<file path="src/sv/scra_pkg.sv">
// Shared types, constants and mode helpers for the capture readout address generator.
package scra_pkg;

  localparam int BUFFER_DEPTH      = 32768;
  localparam int LONG_SEG_DEPTH    = 4096;
  localparam int SHORT_SEG_DEPTH   = 1024;
  localparam int SAMPLES_PER_CLOCK = 8;
  localparam int MAX_WORDS         = 64;
  localparam int LATENCY_LOSS      = 14;

  localparam int ADDR_W   = 15;
  localparam int START_W  = 15;
  localparam int OFF_W    = 16;
  localparam int WORDS_W  = 7;
  localparam int MODE_W   = 2;
  localparam int PRE_W    = 15;
  localparam int PADDR_W  = 3;
  localparam int PDATA_W  = 32;
  localparam int SEG_W    = 6;
  localparam int IDX_W    = $clog2(LONG_SEG_DEPTH);
  localparam int RECIP_SHIFT = 24;
  localparam int RECIP_W  = 15;
  localparam int PROD_W   = START_W + RECIP_W;
  localparam int SPS_W    = 13;

  localparam int LONG_SPS    = LONG_SEG_DEPTH - LATENCY_LOSS;
  localparam int SHORT_SPS   = SHORT_SEG_DEPTH - LATENCY_LOSS;
  localparam int LONG_RECIP  = (1 << RECIP_SHIFT) / LONG_SPS;
  localparam int SHORT_RECIP = (1 << RECIP_SHIFT) / SHORT_SPS;
  localparam int LONG_SHIFT  = $clog2(LONG_SEG_DEPTH);
  localparam int SHORT_SHIFT = $clog2(SHORT_SEG_DEPTH);
  localparam int CONTIG_LIMIT = BUFFER_DEPTH - LATENCY_LOSS;
  localparam int LONG_LIMIT   = LONG_SPS * (BUFFER_DEPTH / LONG_SEG_DEPTH);
  localparam int SHORT_LIMIT  = SHORT_SPS * (BUFFER_DEPTH / SHORT_SEG_DEPTH);
  localparam int PRE_MAX      = BUFFER_DEPTH - SAMPLES_PER_CLOCK;
  localparam int SEG_SKIP     = LATENCY_LOSS + 1;

  localparam logic [MODE_W-1:0] MODE_CONTIG = 2'd0;
  localparam logic [MODE_W-1:0] MODE_LONG   = 2'd1;

  localparam logic REG_SEG_MODE   = 1'b0;
  localparam logic REG_PRETRIGGER = 1'b1;

  typedef enum logic [1:0] {
    ST_IDLE,
    ST_MUL,
    ST_FIX,
    ST_RUN
  } state_t;

  typedef struct packed {
    logic [ADDR_W-1:0]  trigger_location;
    logic [START_W-1:0] start_offset;
    logic [OFF_W-1:0]   end_offset;
    logic [WORDS_W-1:0] max_words;
  } req_t;

  typedef struct packed {
    logic [ADDR_W-1:0] read_address;
    logic              addr_valid;
    logic              beyond_limit;
    logic              last_result;
  } res_t;

  typedef struct packed {
    logic load;
    logic mul;
    logic fix;
    logic emit;
  } ctrl_cmd_t;

  typedef struct packed {
    logic out_free;
    logic last;
  } dp_status_t;

  function automatic logic [SPS_W-1:0] sps_of(input logic [MODE_W-1:0] mode);
    case (mode)
      MODE_LONG: sps_of = SPS_W'(LONG_SPS);
      default:   sps_of = SPS_W'(SHORT_SPS);
    endcase
  endfunction

  function automatic logic [RECIP_W-1:0] recip_of(input logic [MODE_W-1:0] mode);
    case (mode)
      MODE_LONG: recip_of = RECIP_W'(LONG_RECIP);
      default:   recip_of = RECIP_W'(SHORT_RECIP);
    endcase
  endfunction

  function automatic logic [OFF_W-1:0] limit_of(input logic [MODE_W-1:0] mode);
    case (mode)
      MODE_CONTIG: limit_of = OFF_W'(CONTIG_LIMIT);
      MODE_LONG:   limit_of = OFF_W'(LONG_LIMIT);
      default:     limit_of = OFF_W'(SHORT_LIMIT);
    endcase
  endfunction

  function automatic logic [OFF_W-1:0] seg_base_of(input logic [MODE_W-1:0] mode,
                                                   input logic [SEG_W-1:0] seg);
    case (mode)
      MODE_LONG: seg_base_of = OFF_W'({10'd0, seg} << LONG_SHIFT);
      default:   seg_base_of = OFF_W'({10'd0, seg} << SHORT_SHIFT);
    endcase
  endfunction

endpackage

</file>
<file path="src/sv/scra_regs.sv">
// Configuration register file: segment mode and clamped pretrigger count.
module scra_regs (
  input  logic                           clk,
  input  logic                           rst,
  input  logic                           psel,
  input  logic                           penable,
  input  logic                           pwrite,
  input  logic [scra_pkg::PADDR_W-1:0]   paddr,
  input  logic [scra_pkg::PDATA_W-1:0]   pwdata,
  output logic [scra_pkg::PDATA_W-1:0]   prdata,
  output logic [scra_pkg::MODE_W-1:0]    seg_mode,
  output logic [scra_pkg::PRE_W-1:0]     pretrigger_count
);

  logic                         wr;
  logic [scra_pkg::PRE_W-1:0]   pre_raw;
  logic [scra_pkg::PRE_W-1:0]   pretrigger_count_next;

  assign wr      = psel && penable && pwrite;
  assign pre_raw = pwdata[scra_pkg::PRE_W-1:0];

  always_comb begin
    if (pre_raw == '0) begin
      pretrigger_count_next = scra_pkg::PRE_W'(1);
    end else if (pre_raw > scra_pkg::PRE_W'(scra_pkg::PRE_MAX)) begin
      pretrigger_count_next = scra_pkg::PRE_W'(scra_pkg::PRE_MAX);
    end else begin
      pretrigger_count_next = pre_raw;
    end
  end

  always_ff @(posedge clk) begin
    if (rst) begin
      seg_mode         <= scra_pkg::MODE_CONTIG;
      pretrigger_count <= scra_pkg::PRE_W'(1);
    end else if (wr) begin
      case (paddr[2])
        scra_pkg::REG_SEG_MODE:   seg_mode <= pwdata[scra_pkg::MODE_W-1:0];
        scra_pkg::REG_PRETRIGGER: pretrigger_count <= pretrigger_count_next;
        default: ;
      endcase
    end
  end

  always_comb begin
    case (paddr[2])
      scra_pkg::REG_SEG_MODE:   prdata = scra_pkg::PDATA_W'(seg_mode);
      scra_pkg::REG_PRETRIGGER: prdata = scra_pkg::PDATA_W'(pretrigger_count);
      default:                  prdata = '0;
    endcase
  end

endmodule

</file>
<file path="src/sv/scra_ctrl.sv">
// Controller state machine: accept, segment split, address sequencing.
module scra_ctrl (
  input  logic                  clk,
  input  logic                  rst,
  input  logic                  in_valid,
  output logic                  in_stall,
  output scra_pkg::ctrl_cmd_t   cmd,
  input  scra_pkg::dp_status_t  status
);

  scra_pkg::state_t state;
  scra_pkg::state_t state_next;

  always_ff @(posedge clk) begin
    if (rst) begin
      state <= scra_pkg::ST_IDLE;
    end else begin
      state <= state_next;
    end
  end

  always_comb begin
    state_next = state;
    cmd        = '0;
    in_stall   = 1'b1;
    case (state)
      scra_pkg::ST_IDLE: begin
        in_stall = rst;
        if (in_valid && !rst) begin
          cmd.load   = 1'b1;
          state_next = scra_pkg::ST_MUL;
        end
      end
      scra_pkg::ST_MUL: begin
        cmd.mul    = 1'b1;
        state_next = scra_pkg::ST_FIX;
      end
      scra_pkg::ST_FIX: begin
        cmd.fix    = 1'b1;
        state_next = scra_pkg::ST_RUN;
      end
      scra_pkg::ST_RUN: begin
        if (status.out_free) begin
          cmd.emit = 1'b1;
          if (status.last) begin
            state_next = scra_pkg::ST_IDLE;
          end
        end
      end
      default: state_next = scra_pkg::ST_IDLE;
    endcase
  end

`ifndef SYNTH
  a_emit_free: assert property (@(posedge clk) disable iff (rst)
    cmd.emit |-> status.out_free)
    else $error("result issued while output register busy");
  a_last_idle: assert property (@(posedge clk) disable iff (rst)
    (cmd.emit && status.last) |=> (state == scra_pkg::ST_IDLE))
    else $error("sequencer did not return to idle after final result");
  a_busy_stall: assert property (@(posedge clk) disable iff (rst)
    (state != scra_pkg::ST_IDLE) |-> in_stall)
    else $error("input accepted while a transaction is in progress");
`endif

endmodule

</file>
<file path="src/sv/scra_dp.sv">
// Datapath: base address, segment split, offset counters and output register.
module scra_dp (
  input  logic                          clk,
  input  logic                          rst,
  input  scra_pkg::ctrl_cmd_t           cmd,
  output scra_pkg::dp_status_t          status,
  input  scra_pkg::req_t                in_data,
  input  logic [scra_pkg::MODE_W-1:0]   seg_mode,
  input  logic [scra_pkg::PRE_W-1:0]    pretrigger_count,
  output logic                          out_valid,
  input  logic                          out_stall,
  output scra_pkg::res_t                out_data
);

  logic [scra_pkg::ADDR_W-1:0]   base_address;
  logic [scra_pkg::OFF_W-1:0]    current_offset;
  logic [scra_pkg::OFF_W-1:0]    end_off;
  logic [scra_pkg::WORDS_W-1:0]  words_left;
  logic [scra_pkg::PROD_W-1:0]   prod;
  logic [scra_pkg::OFF_W-1:0]    buf_off;
  logic [scra_pkg::IDX_W-1:0]    index_in_segment;

  logic [scra_pkg::WORDS_W-1:0]  budget;
  logic [scra_pkg::SPS_W-1:0]    sps;
  logic [scra_pkg::OFF_W-1:0]    limit;
  logic [scra_pkg::SEG_W-1:0]    q_est;
  logic [scra_pkg::SEG_W-1:0]    q_fix;
  logic [scra_pkg::SEG_W+scra_pkg::SPS_W-1:0] q_prod;
  logic [scra_pkg::SPS_W-1:0]    rem_est;
  logic [scra_pkg::SPS_W-1:0]    rem_fix;
  logic                          rem_over;
  logic [scra_pkg::OFF_W-1:0]    next_offset;
  logic                          cur_cont;
  logic                          cur_inlim;
  logic                          next_cont;
  logic                          next_inlim;
  logic                          seg_wrap;
  scra_pkg::res_t                res_next;

  assign budget = (in_data.max_words > scra_pkg::WORDS_W'(scra_pkg::MAX_WORDS)) ?
                  scra_pkg::WORDS_W'(scra_pkg::MAX_WORDS) : in_data.max_words;
  assign sps    = scra_pkg::sps_of(seg_mode);
  assign limit  = scra_pkg::limit_of(seg_mode);

  assign q_est    = prod[scra_pkg::RECIP_SHIFT +: scra_pkg::SEG_W];
  assign q_prod   = q_est * sps;
  assign rem_est  = scra_pkg::SPS_W'(current_offset - scra_pkg::OFF_W'(q_prod));
  assign rem_over = rem_est >= sps;
  assign q_fix    = rem_over ? q_est + scra_pkg::SEG_W'(1) : q_est;
  assign rem_fix  = rem_over ? rem_est - sps : rem_est;

  assign next_offset = current_offset + scra_pkg::OFF_W'(1);
  assign cur_cont    = (words_left != '0) && (current_offset < end_off);
  assign cur_inlim   = current_offset < limit;
  assign next_cont   = (words_left > scra_pkg::WORDS_W'(1)) && (next_offset < end_off);
  assign next_inlim  = next_offset < limit;
  assign seg_wrap    = (seg_mode != scra_pkg::MODE_CONTIG) &&
                       (scra_pkg::SPS_W'(index_in_segment) == sps - scra_pkg::SPS_W'(1));

  always_comb begin
    res_next = '0;
    if (cur_cont && cur_inlim) begin
      res_next.read_address = base_address + buf_off[scra_pkg::ADDR_W-1:0];
      res_next.addr_valid   = 1'b1;
      res_next.beyond_limit = next_cont && !next_inlim;
      res_next.last_result  = !next_cont || !next_inlim;
    end else begin
      res_next.beyond_limit = cur_cont;
      res_next.last_result  = 1'b1;
    end
  end

  assign status.out_free = !out_valid || !out_stall;
  assign status.last     = res_next.last_result;

  always_ff @(posedge clk) begin
    if (cmd.load) begin
      base_address   <= in_data.trigger_location - pretrigger_count;
      current_offset <= scra_pkg::OFF_W'(in_data.start_offset);
      end_off        <= in_data.end_offset;
      words_left     <= budget;
    end else if (cmd.emit) begin
      current_offset <= next_offset;
      words_left     <= words_left - scra_pkg::WORDS_W'(1);
    end
    if (cmd.mul) begin
      prod <= current_offset[scra_pkg::START_W-1:0] * scra_pkg::recip_of(seg_mode);
    end
    if (cmd.fix) begin
      if (seg_mode == scra_pkg::MODE_CONTIG) begin
        buf_off          <= current_offset;
        index_in_segment <= '0;
      end else begin
        buf_off          <= scra_pkg::seg_base_of(seg_mode, q_fix) |
                            scra_pkg::OFF_W'(rem_fix);
        index_in_segment <= rem_fix[scra_pkg::IDX_W-1:0];
      end
    end else if (cmd.emit) begin
      if (seg_wrap) begin
        buf_off          <= buf_off + scra_pkg::OFF_W'(scra_pkg::SEG_SKIP);
        index_in_segment <= '0;
      end else begin
        buf_off          <= buf_off + scra_pkg::OFF_W'(1);
        index_in_segment <= index_in_segment + scra_pkg::IDX_W'(1);
      end
    end
    if (cmd.emit) begin
      out_data <= res_next;
    end
  end

  always_ff @(posedge clk) begin
    if (rst) begin
      out_valid <= 1'b0;
    end else if (cmd.emit) begin
      out_valid <= 1'b1;
    end else if (!out_stall) begin
      out_valid <= 1'b0;
    end
  end

`ifndef SYNTH
  a_invalid_is_last: assert property (@(posedge clk) disable iff (rst)
    out_valid |-> (out_data.addr_valid || out_data.last_result))
    else $error("invalid address not marked as final result");
  a_limit_is_last: assert property (@(posedge clk) disable iff (rst)
    (out_valid && out_data.beyond_limit) |-> out_data.last_result)
    else $error("limit flag on a non-final result");
  a_budget_left: assert property (@(posedge clk) disable iff (rst)
    (cmd.emit && !res_next.last_result) |-> (words_left > scra_pkg::WORDS_W'(1)))
    else $error("sequence continues past word budget");
`endif

endmodule

</file>
<file path="src/sv/segmented_capture_readout_address.sv">
// Top level of the segmented capture readout address generator.
//
//   port group   direction  handshake             payload
//   in_*         in         in_valid / in_stall   scra_pkg::req_t
//   out_*        out        out_valid / out_stall scra_pkg::res_t
//   APB          in         psel/penable/pready   seg_mode @0x0, pretrigger_count @0x4
//
// A transaction produces n results, n from 1 to 64: accept, a multiply step and
// a correction step for the segment split, then one address per cycle from the
// offset counters while the output register is free.
// in_stall stays high from acceptance until the final result is loaded.
// A stalled output holds the sequencer; reset clears state and output valid.
module segmented_capture_readout_address (
  input  logic                           clk,
  input  logic                           rst,
  input  logic                           in_valid,
  output logic                           in_stall,
  input  scra_pkg::req_t                 in_data,
  output logic                           out_valid,
  input  logic                           out_stall,
  output scra_pkg::res_t                 out_data,
  input  logic                           psel,
  input  logic                           penable,
  input  logic                           pwrite,
  input  logic [scra_pkg::PADDR_W-1:0]   paddr,
  input  logic [scra_pkg::PDATA_W-1:0]   pwdata,
  output logic [scra_pkg::PDATA_W-1:0]   prdata,
  output logic                           pready
);

  logic [scra_pkg::MODE_W-1:0] seg_mode;
  logic [scra_pkg::PRE_W-1:0]  pretrigger_count;
  scra_pkg::ctrl_cmd_t         cmd;
  scra_pkg::dp_status_t        status;

  assign pready = 1'b1;

  scra_regs u_regs (
    .clk              (clk),
    .rst              (rst),
    .psel             (psel),
    .penable          (penable),
    .pwrite           (pwrite),
    .paddr            (paddr),
    .pwdata           (pwdata),
    .prdata           (prdata),
    .seg_mode         (seg_mode),
    .pretrigger_count (pretrigger_count)
  );

  scra_ctrl u_ctrl (
    .clk      (clk),
    .rst      (rst),
    .in_valid (in_valid),
    .in_stall (in_stall),
    .cmd      (cmd),
    .status   (status)
  );

  scra_dp u_dp (
    .clk              (clk),
    .rst              (rst),
    .cmd              (cmd),
    .status           (status),
    .in_data          (in_data),
    .seg_mode         (seg_mode),
    .pretrigger_count (pretrigger_count),
    .out_valid        (out_valid),
    .out_stall        (out_stall),
    .out_data         (out_data)
  );

endmodule

</file>
<file path="config.mk">
export PLATFORM = sky130hd
export DESIGN_NAME = segmented_capture_readout_address
export DESIGN_NICKNAME = d
export VERILOG_FILES = /design/src/sv/scra_pkg.sv /design/src/sv/scra_regs.sv /design/src/sv/scra_ctrl.sv /design/src/sv/scra_dp.sv /design/src/sv/segmented_capture_readout_address.sv
export SDC_FILE = /design/constraint.sdc
export NUM_CORES = 1
export LEC_CHECK = 0
export BUFFER_PORTS_ARGS = -buffer_cell sky130_fd_sc_hd__buf_2
export CORE_ASPECT_RATIO = 1.4
export CORE_MARGIN = 3
export CORE_UTILIZATION = 62
export DETAILED_ROUTE_END_ITERATION = 8
export PLACE_DENSITY = 0.87
export SLEW_MARGIN = 20
export SYNTH_ARGS = -nofsm -noshare
export SYNTH_HDL_FRONTEND = slang
export SYNTH_SLANG_ARGS = --single-unit
</file>
<file path="constraint.sdc">
create_clock -name clk -period 9.1 [get_ports clk]
set_input_delay 1.82 -clock clk [delete_from_list [all_inputs] [get_ports clk]]
set_output_delay 1.82 -clock clk [all_outputs]
set_load 0.01 [all_outputs]
</file>
### Yosys cells after proc, flatten, opt, wreduce, memory -nomap -nowiden

Cells that the tools add are included.

| operators by class | value |
|---|---|
| eq/ne operators | 9 |
| mux-type cells | 40 |
| multiply operators | 2 |
| add/subtract/negate cells | 11 |
| reductions and logical operators | 25 |
| $lt $le $gt $ge | 8 |
| bitwise operators | 2 |

Operators by type and width:

| cell | count |
|---|---|
| 16-bit two-way mux | 7 |
| 15-bit two-way mux | 6 |
| 32-bit one-hot mux with 2 select lines | 1 |
| 12-bit two-way mux | 5 |
| 16-bit by 1-bit adder with 16-bit output, second input constant | 2 |
| 16-bit by 15-bit < comparator with 1-bit output | 2 |
| 16-bit < comparator | 2 |
| 15-bit by 15-bit multiplier with 30-bit output | 1 |
| 7-bit two-way mux | 3 |
| 9-bit one-hot mux with 2 select lines | 1 |
| 16-bit by 4-bit adder with 16-bit output, second input constant | 1 |
| 16-bit by 13-bit OR with 16-bit output | 1 |
| 15-bit adder | 1 |
| 15-bit > comparator, second input constant | 1 |
| 15-bit zero test | 1 |
| 15-bit subtractor | 1 |
| 12-bit by 13-bit == test with 1-bit output | 1 |
| 13-bit by 12-bit greater-or-equal comparator with 1-bit output | 1 |
| 6-bit by 12-bit multiplier with 13-bit output | 1 |
| 13-bit two-way mux | 1 |
| 12-bit by 1-bit subtractor with 13-bit output, second input constant | 1 |
| 13-bit by 12-bit subtractor with 13-bit output | 1 |
| 13-bit subtractor | 1 |
| 12-bit by 1-bit adder with 12-bit output, second input constant | 1 |
| other kinds (21) | 53 |

| word-level totals | value |
|---|---|
| bits in registers | 150 |
| logic and storage cells | 113 |
| input port bits | 95 |
| output and inout port bits | 53 |

### Longest topological paths before layout

| logic depth | value |
|---|---|
| word-level depth | 12 |
| gate-level depth with buffers | 26 |
| depth with buffers taken out | 22 |

### Modules after synthesis

A second synthesis with hierarchy kept.

| second synthesis, totals | value |
|---|---|
| cells, all modules | 1496 |
| area total of the unflattened synthesis | 14301.2 um2 |

Modules (own cells, without submodules):

| module | seq. area each (um2) | area an instance (um2) | cells each | instances |
|---|---|---|---|---|
| scra_dp | 3163.0 | 13141.4 | 1355 | 1 |
| scra_regs | 340.3 | 922.1 | 117 | 1 |
| scra_ctrl | 40.0 | 226.5 | 22 | 1 |
| segmented_capture_readout_address | 0.0 | 11.3 | 2 | 1 |

### Worst setup path after synthesis

Ideal clock, no wire load.

| path | value |
|---|---|
| kind | register -> register |
| from | register u_regs.seg_mode[1] (netlist name) |
| to | register u_dp.prod[29] (netlist name) (data pin) |
| slack | 2.400 ns |
| period minus slack after synthesis | 6.700 ns |
| path buffers | 3 |
| cell stages (with the launch flop) | 26 |
| library setup time | 0.258 ns |
| data required time | 8.842 ns |
| arrival time | 6.442 ns |
| cells stage by stage | dfxtp_1 -> clkbuf_1 -> nor2b_1 -> buf_2 -> inv_2 -> buf_1 -> nand2_1 -> fa_1 -> inv_1 -> fa_1 -> fa_1 -> inv_1 -> fa_1 -> fa_1 -> inv_1 -> fa_1 -> ha_1 -> a21o_1 -> a221o_1 -> a211o_1 -> a2111oi_0 -> o32ai_1 -> a31oi_1 -> o21bai_1 -> a21oi_1 -> xnor2_1 |

| between the ends | value |
|---|---|
| cells in the longest elaborated chain, start to end | 4 |

RTL lines:

| item | RTL line | source |
|---|---|---|
| from (decl) | scra_regs.sv:11 | `output logic [scra_pkg::MODE_W-1:0] seg_mode,` |
| from (signal assigned) | scra_regs.sv:34 | `seg_mode <= scra_pkg::MODE_CONTIG;` |
| from (signal assigned) | scra_regs.sv:38 | `scra_pkg::REG_SEG_MODE: seg_mode <= pwdata[scra_pkg::MODE_W-1:0];` |
| 2-bit by 1-bit == test with 1-bit output | scra_pkg.sv:85 | `case (mode)` |
| 15-bit two-way mux | scra_pkg.sv:85 |  |
| 15-bit two-way mux | scra_dp.sv:86 | `if (cmd.mul) begin` |
| 15-bit by 15-bit multiplier with 30-bit output | scra_dp.sv:87 | `prod <= current_offset[scra_pkg::START_W-1:0] * scra_pkg::recip_of(seg_mode);` |
| to (signal assigned) | scra_dp.sv:87 |  |
| to (decl) | scra_dp.sv:19 | `logic [scra_pkg::PROD_W-1:0] prod;` |

No other way between the ends. The select of a mux whose other input is x is not followed.
A chain may end at the register's enable or synchronous reset.

### Final worst setup path

Same ends and word-level chain as after synthesis.

==> metrics.md <==
| Metric | Value |
|---|---|
| RSZ-0062 raised after global routing | no |
| Max-cap violations | 0 |
| Number of global-route vias before repair | between 10,000 and 15,000 |
| EDFF count, synth | 104 |
| Reg clk slew, reported paths | 60 ps |
| Critical Path Max Stage Delay | just under 800 ps |
| Rel. slew slack | 32.6% |
| Post-Route WL | 36,800 µm |
| Full die area | about 0.025 mm² |
| All-layer global routing usage | roughly 30% |
| Sum of buffers and inverters on the critical path | 3 |
| Layout cells sized above 1 | a little over a tenth |
| Final HPWL DP | roughly 30,000 µm |
| Global-route met3 utilization | 4.71% |
| CP max FO | 20 |
| Top cell type's share of synthesized area | a little over a fifth |
| Async S/R FF share, synth | 0% |
| Synth Warn # | 0 |
| TritonCTS Buffers | 17 |
| Core area | 0.0227 mm² |
| 1st-iter DRT viols | ~1,000 |
| Synth unique cells | between 80 and 90 |
| Sequential cell area fraction in the yosys report | 24.7% |
| Pin count of the biggest net entering global routing | 40 |
| Status | finished, final reports clean |
| CP Cell Sequence | nor2b_2 -> inv_2 -> and2_1 -> fa_1 -> fa_1 -> fa_1 -> inv_1 -> fa_1 -> inv_1 -> fa_1 -> fa_1 -> ha_1 -> a21o_1 -> a221o_1 -> a211o_1 -> a2111oi_0 -> o32ai_1 -> a31oi_1 -> o21bai_1 -> a21oi_1 -> xnor2_1 |
| Area Overhead vs Synth | 10.0% |
| CP startpoint kind | flip-flop |
| Tmin final | between 7000 and 8000 ps |
| Main area contributors after synthesis | edfxtp_1 22%, ha_1 20%, fa_1 14%, inv_1 5.7%, xnor2_1 4.6% |
| Antenna diodes | 0 |
| GPL Wtd Cong | 0.967 |
| CTS tree | yes |
| DRC viols | 0 |
| Syn Inst Count | around 1,500 |
| H-tree levels | 4 |
| Leading area contributor after synthesis | edfxtp_1 |
| Initial Util | between 60% and 70% |
| Fill count | between 1,500 and 2,000 |
| Peak Freq | 134 MHz |
| Latest clock arrival within the worst-skew pair | 440 ps |
| Clock buffer depth | 2 |
| Worst endpoint required time | 9280 ps |
| Measured slew at the worst slew-check pin | slightly above 1000 ps |
| Remaining global-route overflow | 0 |
| Crit. End Element | flip-flop |
| Slew Limit Fails | 0 |
| Die Ht | around 190 µm |
| Setup Fix Bufs, Post-CTS | 0 |
| CTS resizes | 0 |
| Ys flop type | edfxtp_1 |
| Cell mode on critical path | fa_1 |
| # clock sinks | 125 |
| Synthesized cell area | between 0.01 and 0.015 mm² |
| Fin nets | around 2,100 |
| WL/cell | 18.8 µm |
| DRT antenna net count | 0 |
| Top-count cell post-synth | ha_1 |
| CP max-delay cell | dfxtp_1 |
| GR peak layer | met2 |
| First-pass GRT wire length | slightly below 60,000 µm |
| Vias | between 10,000 and 15,000 |
| Clk_skew | approximately 12 ps |
| Cts hold-fix bufs | 0 |
| CP arrival | 7660 ps |
| Commonest cells in the netlist | 232 x ha_1, 219 x inv_1, 117 x nor2_1 |
| Root buf cell | clkbuf_16 |
| Met2 global-route usage | between 50 and 60% |
| Via density per instance | ~6 |
| Die Width | 135 µm |
| Initial antenna violation count | 0 |
| Yosys reg bits | 125 |
| Hold Path Class | reg2reg |
| Final setup fails | 0 |
| Crit path kind | reg2reg |
| # rows | 65 |
| Final setup TNS | 0 ps |
| Pre-Repair DR Iteration Count | 5 |
| M1 GR Usage | 31.6% |
| Boundary Pins | roughly 150 |
| Syn avg cell area | 9.41 µm² |
| Delay-heaviest family, CP | adder cells |
| Final period util | roughly 82% |
| Input/output buffers | 110 |
| Final Hold Fails | 0 |
[worst register-to-register path, stage by stage (launching register included)]
cell       delay, ps
dfxtp_1          780
nor2b_2          120
inv_2            310
and2_1           370
fa_1             490
fa_1             490
fa_1             520
inv_1             50
fa_1             470
inv_1             60
fa_1             500
fa_1             510
ha_1             330
a21o_1           160
a221o_1          320
a211o_1          250
a2111oi_0        370
o32ai_1          290
a31oi_1          360
o21bai_1         180
a21oi_1          230
xnor2_1           80
[layer usage]
metal	vias to the layer above	routed length, µm	share of wire [%]
li1	5462	-	-
met1	5533	12500	34
met2	565	19100	52
met3	210	2290	6.2
met4	0	2950	8.0
met5	-	0	0
[cell usage in the layout (no fill, tap or decap), drive strengths merged, types with 13 or more instances in the layout]
| master | instances |
|---|---|
| ha | 232 |
| inv | 223 |
| nor2 | 118 |
| buf | 116 |
| edfxtp | 104 |
| nand2 | 102 |
| fa | 98 |
| xnor2 | 75 |
| a21oi | 73 |
| o21ai | 49 |
| conb | 42 |
| nand3 | 42 |
| nor3 | 35 |
| xor2 | 28 |
| a21o | 27 |
| and2 | 24 |
| dfxtp | 21 |
| clkbuf | 18 |
| and3 | 14 |
| nand4 | 14 |
| a211oi | 14 |
| nor2b | 14 |
| nand2b | 13 |
[flip-flops by register name, indices dropped and copies added, names as in the netlist, 6 cells and up]
name,cells
u_dp.index_in_segment,12
u_dp.base_address,15
u_regs.pretrigger_count,15
u_dp.buf_off,15
u_dp.prod,6
u_dp.current_offset,16
u_dp.out_data,18
u_dp.words_left,7
u_dp.end_off,16
[path summary, 6_finish.rpt]
kind	endpoint	start	slack (ps)	depth (start not counted)
worst max register to register	u_dp.prod[29]	u_regs.seg_mode[1]	1620	21
worst max-delay path	u_dp.prod[29]	u_regs.seg_mode[1]	1620	21
worst min register to register	u_regs.pretrigger_count[6]	u_regs.pretrigger_count[6]	490	2
worst min-delay path	u_regs.pretrigger_count[6]	u_regs.pretrigger_count[6]	490	2
[cell type report]
type	instances	area, µm²	share of cell area [%]
clock buffer	18	439	2.78
timing repair buffer	116	596	3.77
tap	301	377	2.38
clock inverter	14	166	1.05
sequential	125	3540	22.4
inverter	221	830	5.25
multi-input combinational	1165	9850	62.3
[logic make-up after synthesis]
logic type	count (synthesis)	share of synthesized area [%]
AOI/OAI and AO/OA	263	12.4
adders and majority gates	330	33.9
xor gates and xnor gates	103	6.28
muxes	9	0.662
and+or+nand+nor	418	14.2
buffers and inverters	276	7.82
DFF	125	24.7
other	2	0.0523
[metrics by stage]
stage	cell area, µm²	hold slack (ps)	util, %	instances	worst slack, ps
2_1_floorplan	14500	445	-	1566	2400
4_1_cts	15800	485	69.6	1960	1580
5_1_grt	15800	506	69.6	1960	1300
3_3_place_gp	15200	457	66.9	1928	1830
3_5_place_dp	15200	474	66.9	1928	1620
6_report	15800	489	69.6	1960	1620
Power is not shown: default switching activity piles up to over one toggle a cycle in this logic, so the estimate is an artifact.
